**config.mk**
```make
export PLATFORM = sky130hd
export DESIGN_NAME = imudr_kalman
export DESIGN_NICKNAME = d
export VERILOG_FILES = /design/src/rtl/core/imudr_pkg.sv /design/src/rtl/core/imudr_kalman.sv
export SDC_FILE = /design/constraint.sdc
export NUM_CORES = 2
export LEC_CHECK = 0
export ABC_AREA = 1
export BUFFER_PORTS_ARGS = -buffer_cell sky130_fd_sc_hd__buf_2
export CAP_MARGIN = 20
export CORE_AREA = 4 4 313 315
export DETAILED_ROUTE_END_ITERATION = 6
export DIE_AREA = 0 0 317 319
export PLACE_DENSITY = 0.84
export SLEW_MARGIN = 10
export SYNTH_ARGS = -nofsm -noshare
export SYNTH_HDL_FRONTEND = slang
export SYNTH_SLANG_ARGS = --single-unit
```
**constraint.sdc**
```tcl
create_clock -name clk_i -period 18.05 [get_ports clk_i]
set_input_delay 3.61 -clock clk_i [delete_from_list [all_inputs] [get_ports clk_i]]
set_output_delay 3.61 -clock clk_i [all_outputs]
set_load 0.005 [all_outputs]
```
**src/rtl/core/imudr_pkg.sv**
```systemverilog
`timescale 1ns / 1ps
// ----------------------------------------------------------------------------
// imudr_pkg
// Shared types, constants and helpers for the dead-reckoning step block.
// ----------------------------------------------------------------------------
package imudr_pkg;

  localparam int FRAC_BITS = 16;   // fraction bits of values and time
  localparam int DCM_FRAC  = 14;   // fraction bits of matrix entries
  localparam int K_W       = FRAC_BITS + 1;
  localparam int PROD_W    = 66;   // 33 x 33 signed product
  localparam int SUM_W     = 50;   // three 16 x 32 products
  localparam int SAT_W     = 68;

  localparam logic [20:0] GRAVITY_RST  = 21'd631505;
  localparam logic [19:0] DEADBAND_RST = 20'd32768;
  localparam logic [19:0] QNOISE_RST   = 20'd65536;
  localparam logic [19:0] RNOISE_RST   = 20'd65536;
  localparam logic [31:0] VAR_RST      = 32'd32768;

  localparam logic [1:0] REG_GRAVITY  = 2'd0;
  localparam logic [1:0] REG_DEADBAND = 2'd1;
  localparam logic [1:0] REG_QNOISE   = 2'd2;
  localparam logic [1:0] REG_RNOISE   = 2'd3;

  localparam logic FUNC_INIT = 1'b0;

  typedef logic signed [2:0][31:0] accel_vec_t;

  typedef enum logic [3:0] {
    LOP_NONE, LOP_CLEAR, LOP_MAC0, LOP_MAC, LOP_ACC, LOP_RND, LOP_LOAD,
    LOP_MUL_A, LOP_VEL, LOP_MUL_V, LOP_MUL_DV, LOP_POS
  } lane_op_e;

  typedef struct packed {
    lane_op_e   op;
    logic [1:0] col;
  } lane_ctrl_t;

  typedef enum logic [3:0] {
    ST_IDLE, ST_CLEAR, ST_MAC, ST_ACC, ST_RND, ST_KSTART, ST_KWAIT, ST_LOAD,
    ST_MUL_A, ST_VEL, ST_MUL_V, ST_MUL_DV, ST_POS, ST_OUT
  } top_state_e;

  typedef enum logic [1:0] {K_IDLE, K_DIV, K_MUL, K_UPD} kal_state_e;

  function automatic logic signed [31:0] sat32(input logic signed [SAT_W-1:0] v);
    logic signed [SAT_W-1:0] hi;
    logic signed [SAT_W-1:0] lo;
    hi = $signed({{(SAT_W-32){1'b0}}, 32'h7FFF_FFFF});
    lo = $signed({{(SAT_W-32){1'b1}}, 32'h8000_0000});
    if (v > hi) return 32'sh7FFF_FFFF;
    else if (v < lo) return $signed(32'h8000_0000);
    else return v[31:0];
  endfunction

endpackage

```
**src/rtl/core/imudr_kalman.sv**
```systemverilog
`timescale 1ns / 1ps
// ----------------------------------------------------------------------------
// imudr_kalman
// Deadband and scalar Kalman step on x, with a bit-serial gain divider.
// ----------------------------------------------------------------------------
module imudr_kalman (
  input  logic               clk_i,
  input  logic               rst_ni,
  input  logic               start_i,
  input  logic signed [31:0] ax_i,
  input  logic [19:0]        deadband_i,
  input  logic [19:0]        qnoise_i,
  input  logic [19:0]        rnoise_i,
  output logic               done_o,
  output logic signed [31:0] est_o
);
  import imudr_pkg::*;

  localparam logic [K_W-1:0] ONE = K_W'(1) << FRAC_BITS;

  kal_state_e state_q, state_d;
  logic [$clog2(FRAC_BITS+1)-1:0] cnt_q;
  logic signed [31:0] x_q, meas_q;
  logic [31:0]        p_q;
  logic [32:0]        pp_q;
  logic [33:0]        den_q, rem_q;
  logic [K_W-1:0]     quo_q;
  logic               zero_q;
  logic signed [50:0] prodx_q;
  logic [49:0]        prodp_q;

  logic [32:0] pp;
  logic [33:0] den;
  logic [32:0] mag;
  logic [34:0] rem2;
  logic        take;
  logic [K_W-1:0] k;
  logic signed [32:0] diff;
  logic [33:0] p_new;

  always_comb begin
    pp   = {1'b0, p_q} + 33'(qnoise_i);
    den  = {1'b0, pp} + 34'(rnoise_i);
    mag  = ax_i[31] ? -{ax_i[31], ax_i} : {1'b0, ax_i};
    rem2 = {rem_q, 1'b0};
    take = rem2 >= {1'b0, den_q};
    k    = zero_q ? '0 : quo_q;
    diff = {meas_q[31], meas_q} - {x_q[31], x_q};
    p_new = 34'(prodp_q >> FRAC_BITS);
    state_d = state_q;
    done_o  = 1'b0;
    unique case (state_q)
      K_IDLE: if (start_i) state_d = K_DIV;
      K_DIV:  if (cnt_q == 1) state_d = K_MUL;
      K_MUL:  state_d = K_UPD;
      K_UPD: begin
        state_d = K_IDLE;
        done_o  = 1'b1;
      end
      default: state_d = K_IDLE;
    endcase
  end

  always_ff @(posedge clk_i) begin
    case (state_q)
      K_IDLE: if (start_i) begin
        meas_q <= (mag <= 33'(deadband_i)) ? '0 : ax_i;
        pp_q   <= pp;
        den_q  <= den;
        zero_q <= (den == '0);
        if ({1'b0, pp} >= den) begin
          rem_q <= {1'b0, pp} - den;
          quo_q <= K_W'(1);
        end else begin
          rem_q <= {1'b0, pp};
          quo_q <= '0;
        end
      end
      K_DIV: begin
        rem_q <= take ? 34'(rem2 - {1'b0, den_q}) : rem2[33:0];
        quo_q <= {quo_q[K_W-2:0], take};
      end
      K_MUL: begin
        prodx_q <= $signed({1'b0, k}) * diff;
        prodp_q <= (ONE - k) * pp_q;
      end
      default: ;
    endcase
  end

  always_ff @(posedge clk_i or negedge rst_ni) begin
    if (!rst_ni) begin
      state_q <= K_IDLE;
      cnt_q   <= '0;
      x_q     <= '0;
      p_q     <= VAR_RST;
    end else begin
      state_q <= state_d;
      if (state_q == K_IDLE) cnt_q <= ($clog2(FRAC_BITS+1))'(FRAC_BITS);
      else if (state_q == K_DIV) cnt_q <= cnt_q - 1'b1;
      if (state_q == K_UPD) begin
        x_q <= sat32(SAT_W'(x_q) + SAT_W'(prodx_q >>> FRAC_BITS));
        p_q <= (p_new > 34'h0_FFFF_FFFF) ? 32'hFFFF_FFFF : p_new[31:0];
      end
    end
  end

  assign est_o = x_q;

endmodule

```
==> impl_metrics.toml <==
[status]
status = "complete, but fails checks"
violations = "DRC"

[sta]
fin_setup_tns_ps = 0
layout_min_cycle_time_ps = 10230
fin_skew_ps = 34.8
worstMarginPinSlew_ps = 1150
hold_violations = 0
setup_violations = 0
timing.final.crit_share_pct = 56.7
drv_slew = 0
timing.final.ws_setup_ps = 7820
fmax_mhz = 97.7
rsz0062_at_grt = "no"
maxSlewHeadroom_pct = 23.0

[synth]
ys_seq_elements = 291
synth_compound_area_share_pct = 7.41
synth.distinct_cells = 67
netlist.area_leader.share_pct = 33.7
synthSimpleGateAreaFrac_pct = 19.4
ys_top_cells_by_area = "fa_1 (34%), inv_1 (11%), edfxtp_1 (11%)"
synth-xor-area-share_pct = 3.47
syn-cell-area_sq_mm = 0.0614
synth_top_area_cell = "fa_1"
syn_area_per_cell_sq_um = 7.86
yosysWarnings = 0
synthFlopType = "edfxtp_1"
async_reset_ff_share_pct = 24.4
syn_inst = 7819
synth_mux_area_share_pct = 0.277
syn-num-nets = 9415
ys_seq_area_share_pct = 13.6
synth_top_family_by_area = "adder cells"
synth_edf_count = 220
synthAdderAreaFrac_pct = 43.2

[setup_path]
worstPathRequired_ps = 18380
r2r_setup_slack_ps = 7820
path_class = "reg -> reg"
cp-end-kind = "flip-flop"
r2r_cells = 35
cp.arrival_ps = 10570
cpMostUsedCell = "nand2_1"
r2r_end = "prodp_q[42]"
crit_path_top_delay_cell = "inv_1"
slowest_delay_ps = 650
timing.rr.start = "zero_q"
start_kind = "flip-flop"
crit_fanout = 28

[finish]
fin_nets = 9416
area_delta_synth_final_pct = 5.01
drive_gt1_share_pct = 4.18

[placed_design]
dp_slack_ps = 7690
place.port_buffers = 127
place_congestion = 1.04
dpl.hpwl_mm = 166

[global_route]
grt.total_usage_pct = 40.7
grt.busiest_layer = "met2"
overflow = 0
grt_first_pass_wirelength_mm = 315
antenna_found_initial = 28
grt_pass1_vias = 55968
grt_use_met2_pct = 60.3
grt_use_met1_pct = 56.1
grt_start_max_net_pins = 71
use_met3_pct = 12.9

[job]
maxCapViolations = 0

[cts]
cts_resized = 0
cts_tree = "done"
cts_num_sinks = 291
cts_root_buf = "clkbuf_16"
clk_pin_slew_worst_paths_ps = 60
cts_buffer_depth = 3
clk_latency_ps = 600
cts_setup_buffers = 0
htree_levels = 2
cts_buffers = 36
cts_hold_buf = 0

[drt]
viasPerCell = 5.96
vias = 54396
ant_nets = 0
drcViolationCount = 11
drt_wl_total_mm = 203
wl_per_cell_microns = 22.3
first_pass_iters = 7
first_iter_violations = 6148

[floorplan]
core-area_sq_mm = 0.0949
die_area_sq_mm = 0.101
initial_utilization_pct = 64.7
dieHeight_microns = 319
fp-row-count = 113
dieWidth_microns = 317
ios = 128

[hold_path]
min_from = "cnt_q[4]"
min_delay_path_depth = 1
min_path_type = "reg -> reg"
hold_end = "cnt_q[4]"
## metrics by stage
step / hold slack, ps / utilization (%) / instances / area [sq um]
floorplan: 452 / - / 7819 / 61400
global placement: 474 / 66.6 / 9045 / 63200
detailed placement: 487 / 66.6 / 9045 / 63200
CTS: 496 / 67.9 / 9108 / 64400
global route: 528 / 68.0 / 9116 / 64500
finish: 498 / 68.0 / 9130 / 64500
## registers in the layout (all words and copies together), names as in the netlist
name,flops
prodp_q,34
prodx_q,35
state_q,2
den_q,34
rem_q,34
meas_q,32
pp_q,33
cnt_q,5
zero_q,1
est_o,32
quo_q,17
p_q,32
## placed cells by master (no fill, tap or decap), types with 42 or more instances in the layout
master / instances
inv_1: 1807
nand2_1: 1576
fa_1: 1034
nor2_1: 860
ha_1: 466
a21oi_1: 382
nand3_1: 237
edfxtp_1: 220
o21ai_0: 177
xor2_1: 166
buf_2: 126
nand4_1: 88
xnor2_1: 71
dfrtp_1: 70
nor3_1: 49
buf_4: 49
a31oi_1: 46
or2_2: 42
## area by class of cell
cell class | count | area, sq um
inverter | 1832 | 6880
antenna | 20 | 50.0
sequential | 291 | 8380
clock buffer | 47 | 973
fill | 7870 | 30400
timing repair buffer | 177 | 1050
clock inverter | 16 | 218
multi-input combinational | 5482 | 45400
tap | 1265 | 1580
## cells in the mapped netlist (38+ instances only)
cell / number
or2_2: 42
nor3_1: 49
nand2_1: 1576
fa_1: 1034
clkbuf_1: 178
xnor2_1: 72
dfrtp_1: 70
xor2_1: 167
a22oi_1: 38
edfxtp_1: 220
a31oi_1: 46
a21oi_1: 383
nand3_1: 238
nand4_1: 88
ha_1: 467
nor2_1: 861
inv_1: 1809
o21ai_0: 178
## per-layer routing
layer	up-vias	routed length [microns]
met5	-	165
met4	20	9970
met3	714	28500
met2	3503	87100
met1	26347	77600
li1	23812	-
## worst max path at each step
stage	slack [ps]	depth (start not counted)	from	endpoint
final	7820	35	zero_q	prodp_q[42]
after global routing	7260	37	zero_q	prodp_q[48]
after CTS	7910	37	zero_q	prodp_q[44]
after detailed placement	7690	29	qnoise_i[0]	rem_q[30]
after global placement	7810	32	qnoise_i[0]	rem_q[30]
after floorplan	9660	31	qnoise_i[0]	rem_q[32]
## cell families (layout without fill, tap and decap cells)
| family | after synthesis | in the layout |
|---|---|---|
| xor+xnor | 241 | 241 |
| other cells | 1 | 21 |
| mux | 17 | 17 |
| flops | 291 | 291 |
| compound gates | 800 | 800 |
| simple gates | 2922 | 2922 |
| fa+ha+maj | 1501 | 1501 |
| buf+inv | 2046 | 2072 |
## critical path, delay by kind of cell, from the launching register on
kind / cells / cell delay (ps)
compound gates: 2 / 570
xor+xnor: 1 / 60
fa+ha+maj: 7 / 3310
buf+inv: 8 / 1750
flops: 1 / 410
simple gates: 17 / 3820
Power is left out: the tool's default activity adds up to more than one toggle a clock period on the data nets, which glitch-free logic cannot reach.
